==> config.mk <==
export PLATFORM = sky130hd
export DESIGN_NAME = eth_ipv4_l4_header_parser
export DESIGN_NICKNAME = d
export VERILOG_FILES = /design/src/hdl/ehp_pkg.sv /design/src/hdl/ehp_front.sv /design/src/hdl/ehp_queue.sv /design/src/hdl/ehp_back.sv /design/src/hdl/eth_ipv4_l4_header_parser.sv
export VERILOG_INCLUDE_DIRS = /design/src /design/src/hdl
export SDC_FILE = /design/constraint.sdc
export NUM_CORES = 1
export LEC_CHECK = 0
export ABC_AREA = 0
export BUFFER_PORTS_ARGS = -buffer_cell sky130_fd_sc_hd__buf_2
export CAP_MARGIN = 25
export CORE_ASPECT_RATIO = 0.8
export CORE_UTILIZATION = 32
export DETAILED_ROUTE_END_ITERATION = 6
export GPL_ROUTABILITY_DRIVEN = 0
export PLACE_DENSITY_LB_ADDON = 0.12
export SYNTH_ARGS = -nofsm -noshare
export SYNTH_HDL_FRONTEND = slang
export SYNTH_SLANG_ARGS = --single-unit
==> constraint.sdc <==
create_clock -name clk -period 16.8 [get_ports clk]
set_input_delay 3.36 -clock clk [delete_from_list [all_inputs] [get_ports clk]]
set_output_delay 3.36 -clock clk [all_outputs]
set_load 0.01 [all_outputs]
==> src/hdl/eth_ipv4_l4_header_parser_macros.svh <==
// ============================================================================
// Assertion macros for the Ethernet / IPv4 / L4 header parser
// Concurrent assertion helpers; they expand to nothing in synthesis.
// ============================================================================
`ifndef ETH_IPV4_L4_HEADER_PARSER_MACROS_SVH
`define ETH_IPV4_L4_HEADER_PARSER_MACROS_SVH

`ifndef SYNTHESIS

`define EHP_ASSERT_IMP(name, clk, rst_n, ante, cons, msg) \
    name: assert property (@(posedge clk) disable iff (!rst_n) (ante) |-> (cons)) \
        else $error(msg);

`define EHP_ASSERT_NEVER(name, clk, rst_n, cond, msg) \
    name: assert property (@(posedge clk) disable iff (!rst_n) !(cond)) \
        else $error(msg);

`else

`define EHP_ASSERT_IMP(name, clk, rst_n, ante, cons, msg)

`define EHP_ASSERT_NEVER(name, clk, rst_n, cond, msg)

`endif

`endif

==> src/hdl/ehp_pkg.sv <==
// ============================================================================
// ehp_pkg
// Types and constants shared by the header parser modules.
// ============================================================================
`default_nettype none

package ehp_pkg;

    localparam int MAX_FRAME_BYTES = 16384;
    localparam int POS_W           = $clog2(MAX_FRAME_BYTES + 1);

    localparam int ETH_HDR_BYTES   = 14;
    localparam int UDP_HDR_BYTES   = 8;
    localparam logic [15:0] ETHERTYPE_IPV4 = 16'h0800;
    localparam logic [7:0]  PROTO_TCP      = 8'd6;
    localparam logic [7:0]  PROTO_UDP      = 8'd17;

    // Byte offsets inside the frame; OFS_DOFF counts from the transport header start.
    localparam int OFS_ETYPE_HI  = 12;
    localparam int OFS_ETYPE_LO  = 13;
    localparam int OFS_IHL       = ETH_HDR_BYTES;
    localparam int OFS_PROTO     = ETH_HDR_BYTES + 9;
    localparam int OFS_SRC_FIRST = ETH_HDR_BYTES + 12;
    localparam int OFS_DST_FIRST = ETH_HDR_BYTES + 16;
    localparam int OFS_DST_END   = ETH_HDR_BYTES + 20;
    localparam int OFS_DOFF      = 12;

    localparam int PAYLOAD_W   = 15;
    localparam int PAYLOAD_MAX = (1 << PAYLOAD_W) - 1;

    localparam int IN_DATA_W   = 16;
    localparam int OUT_USED_W  = 32 + 6 + 6 + 32 + 32 + 16 + 16 + PAYLOAD_W + 32;
    localparam int OUT_DATA_W  = ((OUT_USED_W + 7) / 8) * 8;

    localparam int QUEUE_DEPTH = 4;
    localparam int QPTR_W      = $clog2(QUEUE_DEPTH);
    localparam int QCNT_W      = $clog2(QUEUE_DEPTH + 1);

    localparam logic [2:0] STAT_PACKETS   = 3'd0;
    localparam logic [2:0] STAT_TCP_PKTS  = 3'd1;
    localparam logic [2:0] STAT_UDP_PKTS  = 3'd2;
    localparam logic [2:0] STAT_TCP_BYTES = 3'd3;
    localparam logic [2:0] STAT_UDP_BYTES = 3'd4;

    typedef enum logic [2:0] {
        KIND_NON_IP   = 3'd0,
        KIND_TCP      = 3'd1,
        KIND_UDP      = 3'd2,
        KIND_OTHER_IP = 3'd3,
        KIND_STATS    = 3'd4
    } ehp_kind_t;

    // One entry of the queue between the byte front end and the back end.
    typedef struct packed {
        logic             is_stat;
        logic [2:0]       stat_index;
        logic             eth_ok;
        logic [7:0]       protocol;
        logic [3:0]       ihl;
        logic [3:0]       doff;
        logic [31:0]      src_addr;
        logic [31:0]      dst_addr;
        logic [15:0]      sport;
        logic [15:0]      dport;
        logic [POS_W-1:0] frame_len;
    } ehp_rec_t;

    typedef struct packed {
        logic full;
        logic empty;
    } ehp_qstat_t;

endpackage

`default_nettype wire

==> src/hdl/ehp_front.sv <==
// ============================================================================
// ehp_front
// Byte front end: tracks the byte position, latches header fields and
// pushes one record per frame end or statistics request.
// ============================================================================
`default_nettype none

module ehp_front (
    input  wire logic                          clk,
    input  wire logic                          rst_n,
    input  wire logic                          s_tvalid,
    output logic                               s_tready,
    input  wire logic [ehp_pkg::IN_DATA_W-1:0] s_tdata,  // data_byte, stat_index
    input  wire logic                          s_tlast,
    input  wire logic [0:0]                    s_tuser,  // req_type
    input  wire ehp_pkg::ehp_qstat_t           q_status,
    output logic                               q_push,
    output ehp_pkg::ehp_rec_t                  q_rec
);
    import ehp_pkg::*;

    logic [POS_W-1:0] pos_reg,   pos_next;
    logic [15:0]      etype_reg, etype_next;
    logic [3:0]       ihl_reg,   ihl_next;
    logic [7:0]       proto_reg, proto_next;
    logic [31:0]      src_reg,   src_next;
    logic [31:0]      dst_reg,   dst_next;
    logic [15:0]      sport_reg, sport_next;
    logic [15:0]      dport_reg, dport_next;
    logic [3:0]       doff_reg,  doff_next;

    logic             accept;
    logic             is_stat;
    logic [7:0]       data_byte;
    logic [2:0]       stat_index;
    logic             capture;
    logic [POS_W-1:0] l4_start;

    assign s_tready   = !q_status.full;
    assign accept     = s_tvalid && s_tready;
    assign is_stat    = s_tuser[0];
    assign data_byte  = s_tdata[7:0];
    assign stat_index = s_tdata[10:8];
    assign capture    = accept && !is_stat && (pos_reg < POS_W'(MAX_FRAME_BYTES));

    always_comb
    begin
        pos_next   = pos_reg;
        etype_next = etype_reg;
        ihl_next   = ihl_reg;
        proto_next = proto_reg;
        src_next   = src_reg;
        dst_next   = dst_reg;
        sport_next = sport_reg;
        dport_next = dport_reg;
        doff_next  = doff_reg;
        if (capture)
        begin
            pos_next = pos_reg + POS_W'(1);
            if (pos_reg == POS_W'(OFS_ETYPE_HI) || pos_reg == POS_W'(OFS_ETYPE_LO))
                etype_next = {etype_reg[7:0], data_byte};
            if (pos_reg == POS_W'(OFS_IHL))
                ihl_next = data_byte[3:0];
            if (pos_reg == POS_W'(OFS_PROTO))
                proto_next = data_byte;
            if (pos_reg >= POS_W'(OFS_SRC_FIRST) && pos_reg < POS_W'(OFS_DST_FIRST))
                src_next = {src_reg[23:0], data_byte};
            if (pos_reg >= POS_W'(OFS_DST_FIRST) && pos_reg < POS_W'(OFS_DST_END))
                dst_next = {dst_reg[23:0], data_byte};
            // The transport start follows the IHL already updated by this byte.
            if (pos_reg == l4_start || pos_reg == l4_start + POS_W'(1))
                sport_next = {sport_reg[7:0], data_byte};
            if (pos_reg == l4_start + POS_W'(2) || pos_reg == l4_start + POS_W'(3))
                dport_next = {dport_reg[7:0], data_byte};
            if (pos_reg == l4_start + POS_W'(OFS_DOFF))
                doff_next = data_byte[7:4];
        end
    end

    assign l4_start = POS_W'(ETH_HDR_BYTES) + POS_W'({ihl_next, 2'b00});

    assign q_push = accept && (is_stat || s_tlast);

    always_comb
    begin
        q_rec            = '0;
        q_rec.is_stat    = is_stat;
        q_rec.stat_index = stat_index;
        if (!is_stat)
        begin
            q_rec.eth_ok    = (etype_next == ETHERTYPE_IPV4);
            q_rec.protocol  = proto_next;
            q_rec.ihl       = ihl_next;
            q_rec.doff      = doff_next;
            q_rec.src_addr  = src_next;
            q_rec.dst_addr  = dst_next;
            q_rec.sport     = sport_next;
            q_rec.dport     = dport_next;
            q_rec.frame_len = pos_next;
        end
    end

    always_ff @(posedge clk or negedge rst_n)
    begin
        if (!rst_n)
        begin
            pos_reg   <= '0;
            etype_reg <= '0;
            ihl_reg   <= '0;
            proto_reg <= '0;
            src_reg   <= '0;
            dst_reg   <= '0;
            sport_reg <= '0;
            dport_reg <= '0;
            doff_reg  <= '0;
        end
        else if (accept && !is_stat && s_tlast)
        begin
            pos_reg   <= '0;
            etype_reg <= '0;
            ihl_reg   <= '0;
            proto_reg <= '0;
            src_reg   <= '0;
            dst_reg   <= '0;
            sport_reg <= '0;
            dport_reg <= '0;
            doff_reg  <= '0;
        end
        else
        begin
            pos_reg   <= pos_next;
            etype_reg <= etype_next;
            ihl_reg   <= ihl_next;
            proto_reg <= proto_next;
            src_reg   <= src_next;
            dst_reg   <= dst_next;
            sport_reg <= sport_next;
            dport_reg <= dport_next;
            doff_reg  <= doff_next;
        end
    end

endmodule

`default_nettype wire

==> src/hdl/ehp_queue.sv <==
// ============================================================================
// ehp_queue
// Short first-in first-out queue of records between front and back end.
// ============================================================================
`default_nettype none

module ehp_queue (
    input  wire logic                clk,
    input  wire logic                rst_n,
    input  wire logic                push,
    input  wire ehp_pkg::ehp_rec_t   push_rec,
    input  wire logic                pop,
    output ehp_pkg::ehp_rec_t        head_rec,
    output ehp_pkg::ehp_qstat_t      status
);
    import ehp_pkg::*;

    ehp_rec_t          entry_reg [QUEUE_DEPTH];
    logic [QPTR_W-1:0] wr_ptr_reg, wr_ptr_next;
    logic [QPTR_W-1:0] rd_ptr_reg, rd_ptr_next;
    logic [QCNT_W-1:0] count_reg,  count_next;
    logic              do_push;
    logic              do_pop;

    assign status.full  = (count_reg == QCNT_W'(QUEUE_DEPTH));
    assign status.empty = (count_reg == '0);
    assign do_push      = push && !status.full;
    assign do_pop       = pop && !status.empty;
    assign head_rec     = entry_reg[rd_ptr_reg];

    always_comb
    begin
        wr_ptr_next = wr_ptr_reg;
        rd_ptr_next = rd_ptr_reg;
        count_next  = count_reg;
        if (do_push)
            wr_ptr_next = (wr_ptr_reg == QPTR_W'(QUEUE_DEPTH - 1)) ? '0
                                                                    : wr_ptr_reg + QPTR_W'(1);
        if (do_pop)
            rd_ptr_next = (rd_ptr_reg == QPTR_W'(QUEUE_DEPTH - 1)) ? '0
                                                                    : rd_ptr_reg + QPTR_W'(1);
        if (do_push && !do_pop)
            count_next = count_reg + QCNT_W'(1);
        else if (do_pop && !do_push)
            count_next = count_reg - QCNT_W'(1);
    end

    always_ff @(posedge clk or negedge rst_n)
    begin
        if (!rst_n)
        begin
            wr_ptr_reg <= '0;
            rd_ptr_reg <= '0;
            count_reg  <= '0;
        end
        else
        begin
            wr_ptr_reg <= wr_ptr_next;
            rd_ptr_reg <= rd_ptr_next;
            count_reg  <= count_next;
        end
    end

    always_ff @(posedge clk)
    begin
        if (do_push)
            entry_reg[wr_ptr_reg] <= push_rec;
    end

endmodule

`default_nettype wire

==> src/hdl/ehp_back.sv <==
// ============================================================================
// ehp_back
// Back end: classifies finished frames, keeps the packet and byte counters
// and drives the registered result word.
// ============================================================================
`default_nettype none

module ehp_back (
    input  wire logic                            clk,
    input  wire logic                            rst_n,
    input  wire ehp_pkg::ehp_rec_t               head_rec,
    input  wire ehp_pkg::ehp_qstat_t             q_status,
    output logic                                 q_pop,
    output logic                                 m_tvalid,
    input  wire logic                            m_tready,
    // packet_number, ip_header_bytes, l4_header_bytes, source_address,
    // destination_address, source port, destination port, payload_bytes,
    // stat_value, zero fill
    output logic [ehp_pkg::OUT_DATA_W-1:0]       m_tdata,
    output logic [2:0]                           m_tuser   // result_kind
);
    import ehp_pkg::*;

    logic [31:0] frames_reg,    frames_next;
    logic [31:0] tcp_pkts_reg,  tcp_pkts_next;
    logic [31:0] udp_pkts_reg,  udp_pkts_next;
    logic [31:0] tcp_bytes_reg, tcp_bytes_next;
    logic [31:0] udp_bytes_reg, udp_bytes_next;

    logic                  out_valid_reg;
    ehp_kind_t             out_kind_reg,  out_kind_next;
    logic [OUT_DATA_W-1:0] out_data_reg,  out_data_next;

    ehp_kind_t        kind;
    logic [31:0]      packet_number;
    logic [5:0]       ip_bytes;
    logic [5:0]       l4_bytes;
    logic [31:0]      src_addr;
    logic [31:0]      dst_addr;
    logic [15:0]      l4_sport;
    logic [15:0]      l4_dport;
    logic [PAYLOAD_W-1:0] payload;
    logic [31:0]      stat_value;
    logic [POS_W:0]   hdr_total;
    logic [POS_W:0]   len_ext;
    logic [POS_W:0]   payload_full;

    assign q_pop    = !q_status.empty && (!out_valid_reg || m_tready);
    assign m_tvalid = out_valid_reg;
    assign m_tdata  = out_data_reg;
    assign m_tuser  = out_kind_reg;

    assign len_ext   = (POS_W + 1)'(head_rec.frame_len);

    always_comb
    begin
        frames_next    = frames_reg;
        tcp_pkts_next  = tcp_pkts_reg;
        udp_pkts_next  = udp_pkts_reg;
        tcp_bytes_next = tcp_bytes_reg;
        udp_bytes_next = udp_bytes_reg;

        kind          = KIND_NON_IP;
        packet_number = '0;
        ip_bytes      = '0;
        l4_bytes      = '0;
        src_addr      = '0;
        dst_addr      = '0;
        l4_sport      = '0;
        l4_dport      = '0;
        payload       = '0;
        stat_value    = '0;
        hdr_total     = '0;
        payload_full  = '0;

        if (head_rec.is_stat)
        begin
            kind = KIND_STATS;
            case (head_rec.stat_index)
                STAT_PACKETS:   stat_value = frames_reg;
                STAT_TCP_PKTS:  stat_value = tcp_pkts_reg;
                STAT_UDP_PKTS:  stat_value = udp_pkts_reg;
                STAT_TCP_BYTES: stat_value = tcp_bytes_reg;
                STAT_UDP_BYTES: stat_value = udp_bytes_reg;
                default:        stat_value = '0;
            endcase
        end
        else
        begin
            frames_next   = frames_reg + 32'd1;
            packet_number = frames_next;
            if (head_rec.eth_ok)
            begin
                ip_bytes = {head_rec.ihl, 2'b00};
                src_addr = head_rec.src_addr;
                dst_addr = head_rec.dst_addr;
                if (head_rec.protocol == PROTO_TCP)
                begin
                    kind           = KIND_TCP;
                    l4_bytes       = {head_rec.doff, 2'b00};
                    tcp_pkts_next  = tcp_pkts_reg + 32'd1;
                    tcp_bytes_next = tcp_bytes_reg + 32'(head_rec.frame_len);
                end
                else if (head_rec.protocol == PROTO_UDP)
                begin
                    kind           = KIND_UDP;
                    l4_bytes       = 6'(UDP_HDR_BYTES);
                    udp_pkts_next  = udp_pkts_reg + 32'd1;
                    udp_bytes_next = udp_bytes_reg + 32'(head_rec.frame_len);
                end
                else
                begin
                    kind = KIND_OTHER_IP;
                end
                if (kind == KIND_TCP || kind == KIND_UDP)
                begin
                    l4_sport = head_rec.sport;
                    l4_dport = head_rec.dport;
                end
                hdr_total    = (POS_W + 1)'(ETH_HDR_BYTES) + (POS_W + 1)'(ip_bytes)
                             + (POS_W + 1)'(l4_bytes);
                payload_full = (len_ext > hdr_total) ? len_ext - hdr_total : '0;
                if (payload_full > (POS_W + 1)'(PAYLOAD_MAX))
                    payload = PAYLOAD_W'(PAYLOAD_MAX);
                else
                    payload = PAYLOAD_W'(payload_full);
            end
        end

        out_kind_next = kind;
        out_data_next = OUT_DATA_W'({stat_value, payload, l4_dport, l4_sport,
                                     dst_addr, src_addr, l4_bytes, ip_bytes,
                                     packet_number});
    end

    always_ff @(posedge clk or negedge rst_n)
    begin
        if (!rst_n)
        begin
            frames_reg    <= '0;
            tcp_pkts_reg  <= '0;
            udp_pkts_reg  <= '0;
            tcp_bytes_reg <= '0;
            udp_bytes_reg <= '0;
            out_valid_reg <= 1'b0;
            out_kind_reg  <= KIND_NON_IP;
        end
        else
        begin
            if (q_pop)
            begin
                frames_reg    <= frames_next;
                tcp_pkts_reg  <= tcp_pkts_next;
                udp_pkts_reg  <= udp_pkts_next;
                tcp_bytes_reg <= tcp_bytes_next;
                udp_bytes_reg <= udp_bytes_next;
                out_valid_reg <= 1'b1;
                out_kind_reg  <= out_kind_next;
            end
            else if (m_tready)
            begin
                out_valid_reg <= 1'b0;
            end
        end
    end

    always_ff @(posedge clk)
    begin
        if (q_pop)
            out_data_reg <= out_data_next;
    end

endmodule

`default_nettype wire

==> src/hdl/eth_ipv4_l4_header_parser.sv <==
// Path: a result word comes from a record in the queue, via the output register.
// Throughput: one input word per cycle while the four-entry record queue is not
// full; the queue and output register let the byte side run while the result side stalls.
// Reset: rst_n clears the frame tracker, queue, counters and output valid
// at once; no clearing pass is needed.
// ============================================================================
// eth_ipv4_l4_header_parser
// Ethernet / IPv4 / TCP / UDP header parser with packet and byte statistics.
// ============================================================================
`default_nettype none

`include "eth_ipv4_l4_header_parser_macros.svh"

module eth_ipv4_l4_header_parser (
    input  wire logic                            clk,
    input  wire logic                            rst_n,
    input  wire logic                            s_tvalid,
    output logic                                 s_tready,
    input  wire logic [ehp_pkg::IN_DATA_W-1:0]   s_tdata,   // data_byte, stat_index, zero fill
    input  wire logic                            s_tlast,   // last_byte
    input  wire logic [0:0]                      s_tuser,   // req_type
    output logic                                 m_tvalid,
    input  wire logic                            m_tready,
    // packet_number, ip_header_bytes, l4_header_bytes, source_address,
    // destination_address, source port, destination port, payload_bytes,
    // stat_value, zero fill
    output logic [ehp_pkg::OUT_DATA_W-1:0]       m_tdata,
    output logic [2:0]                           m_tuser    // result_kind
);
    import ehp_pkg::*;

    ehp_qstat_t q_status;
    ehp_rec_t   push_rec;
    ehp_rec_t   head_rec;
    logic       q_push;
    logic       q_pop;

    ehp_front u_front (
        .clk      (clk),
        .rst_n    (rst_n),
        .s_tvalid (s_tvalid),
        .s_tready (s_tready),
        .s_tdata  (s_tdata),
        .s_tlast  (s_tlast),
        .s_tuser  (s_tuser),
        .q_status (q_status),
        .q_push   (q_push),
        .q_rec    (push_rec)
    );

    ehp_queue u_queue (
        .clk      (clk),
        .rst_n    (rst_n),
        .push     (q_push),
        .push_rec (push_rec),
        .pop      (q_pop),
        .head_rec (head_rec),
        .status   (q_status)
    );

    ehp_back u_back (
        .clk      (clk),
        .rst_n    (rst_n),
        .head_rec (head_rec),
        .q_status (q_status),
        .q_pop    (q_pop),
        .m_tvalid (m_tvalid),
        .m_tready (m_tready),
        .m_tdata  (m_tdata),
        .m_tuser  (m_tuser)
    );

    `EHP_ASSERT_NEVER(a_no_push_when_full, clk, rst_n, q_push && q_status.full, "queue overflow")
    `EHP_ASSERT_IMP(a_mid_frame_no_push, clk, rst_n, s_tvalid && s_tready && !s_tuser[0] && !s_tlast, !q_push, "record pushed for a byte inside a frame")
    `EHP_ASSERT_IMP(a_stat_zero_on_frames, clk, rst_n, m_tvalid && (m_tuser != KIND_STATS), m_tdata[186:155] == 32'd0, "counter value on a frame summary")
    `EHP_ASSERT_IMP(a_pop_only_when_filled, clk, rst_n, q_pop, !q_status.empty, "pop from an empty queue")

endmodule

`default_nettype wire

==> run metrics <==
clk slew on worst S/H paths=~60 ps; I/O pin cnt=approximately 220; FP Rows=120; Post-synth EDFFs=between 700 and 800; DR DRC count=0; Routed met1 length=around 53 mm; Placed Area=between 40000 and 50000 sq um; Synth top area share=around 49%; Clk Latency, worst-skew pair=730 ps; total die area=around 140000 sq um; CP required=between 15000 and 20000 ps; initial antenna violation count=6; # clock sinks=1025; pre-CTS setup slack=8220 ps; die width=415 um; ys async rst share=30.6%; Cells after Synth=2976; min cycle time layout=7870 ps; clock tree buffer depth=3; setup TNS=0 ps; Yosys warnings=0; final wirelength=111 mm; Slew Limit Headroom=31.6%; flip-flop count of the largest register after layout=between 500 and 600; HPWL after detailed placement=just under 70 mm; Tcrit/Tclk final=a little under half; Vias=25.1k; hold_buf cts=0; most common cell in the synthesized netlist=edfxtp_1; vias in the first global route=26.2k; first drt pass iteration count=5; Post-synth top flop=edfxtp_1; Crit Path Class=in -> reg; count of final setup violators=0; htree depth=3; RSZ-0062 raised after global routing=false; Yosys reg bits=just over 1k; DR iter-0 viols=1694; Least-Margin Pin Slew=a little over 1000 ps; post-route cell area=about 51000 sq um; die height=roughly 330 um; grt ovf=0; total chip power=between 7000 and 8000 uW; PostCTS Resize Cnt=0; largest fanout on the critical path=64; Fin Clk Skew=around 32 ps; maxcap violations=0; synth unique cells=86; mean post-synth cell area=14.7 sq um; Fmax=between 100 and 150 MHz; CTS tree=done; Initial Utilization=~32%; Antenna Nets Post-Route=0; Vias/cell=between 4 and 5; Syn-to-layout area delta=15.6%; Synth Cell Area=43800 sq um; Peak VDD IR=roughly 0.00012 V; final slew viol count=0; Final Hold Viols=0; post-CTS setup buffer count=0; status=finished clean; Clock Root Buffer=clkbuf_16; WL/cell=21.9 um; Synth area leaders=edfxtp_1, dfrtp_1, mux4_2; leading area contributor after synthesis=edfxtp_1; top post-synthesis cells by count=edfxtp_1, nor2_1, dfrtp_1; TritonCTS Buffers=about 110; core region area=~130000 sq um; CP endpoint kind=flip-flop; met3 routed WL=about 4.6 mm; Hold Crit Class=reg -> reg; critical path launch point type=input port; sequential area share after synthesis=approximately 67%; DR WL met2=between 50 and 60 mm; P_leak=around 0.020 uW; final-stage net count=3274; fill cell count=12.7k; PortBufs=204; Worst Path Arrival=8290 ps; max layer used=met4; share of layout cells above drive strength 1=a little under a fifth; pwr/cell area=between 150 and 200 nW/um^2; final setup margin=approximately 8900 ps; largest net degree at the start of global routing=between 100 and 150; first-pass GRT wire length=between 150 and 200 mm; GR Util All Layers=16.1%
## per-stage QoR
stage	util, %	cells	hold WS (ps)
after detailed placement	34.7	4842	460
final	37.5	5057	465
after CTS	37.4	5048	471
after floorplan	-	2984	440
after global routing	37.5	5056	494
after global placement	34.7	4840	462
## cell usage in the layout (no fill, tap or decap), types with 21 or more instances in the layout
cell and count:
a21oi_1 82, a22oi_1 32, and2_1 73, and3_1 66
buf_2 202, buf_4 42, clkbuf_1 29, clkbuf_16 109
clkinv_1 21, dfrtp_1 312, edfxtp_1 711, ha_1 56
inv_1 41, mux2i_1 118, mux4_2 162, nand2_1 158
nand2b_1 21, nand3_1 82, nand4_1 25, nor2_1 385
nor3_1 26, o21ai_0 63, xnor2_1 119, xor2_1 86
## power by group
part | internal, uW | total (uW) | switching (uW)
clock network | 1420 | 2440 | 1010
logic | 797 | 2020 | 1220
registers | 3150 | 3330 | 180
total | 5370 | 7780 | 2420
## worst paths after layout
check,startpoint,endpoint,slack [ps],cells past startpoint
max,s_tuser,u_queue.entry_reg[3][25]$_DFFE_PP_,8930,13
min,u_back.tcp_pkts_reg[31]$_DFFE_PN0P_,u_back.tcp_pkts_reg[31]$_DFFE_PN0P_,470,1
max reg2reg,u_queue.rd_ptr_reg[1]$_DFFE_PN0P_,u_back.m_tdata[151]$_SDFFCE_PP0P_,9860,14
min reg2reg,u_back.tcp_pkts_reg[31]$_DFFE_PN0P_,u_back.tcp_pkts_reg[31]$_DFFE_PN0P_,470,1
max in group asynchronous,rst_n,u_back.tcp_bytes_reg[17]$_DFFE_PN0P_,12570,2
min in group asynchronous,rst_n,u_front.src_reg[19]$_DFF_PN0_,2730,1
## metal layers
layer,vias to the layer above,track usage [%]
met5,-,0
met4,0,3.85
met3,152,2.95
met2,515,25.3
met1,13000,23.1
li1,11400,-
## critical path, cell delays in order
cell       delay (ps)
buf_4             330
nor3b_1           320
nand4_1           580
nor2_1            570
mux2i_1           440
ha_1              350
xnor2_1           330
nand2_1           100
a21o_1            180
a2111oi_0         370
nand3_1           640
o21ai_0           500
a21oi_1           200
## cell families after synthesis
family                     Yosys count  share of synthesized area [%]
DFF                               1025                           66.7
and+or+nand+nor                    931                           10.2
adders and majority gates           61                           1.83
xor gates and xnor gates           206                           4.17
other                                1                        0.00857
muxes                              289                           11.3
buffers and inverters              200                           1.92
AOI/OAI and AO/OA                  263                           3.86
## layout make-up
type                    count  area [sq um]  area share [%]
diodes                      1          2.50         0.00495
inverters                  43           169           0.334
clock inverters            59           661            1.31
clock buffers             147          2960            5.85
multi-input cells        1759         13800            27.3
well taps                1769          2210            4.38
repair buffers            254          1570            3.10
flip-flops and latches   1025         29200            57.8
Note: power is estimated with default switching activity, not from simulation.
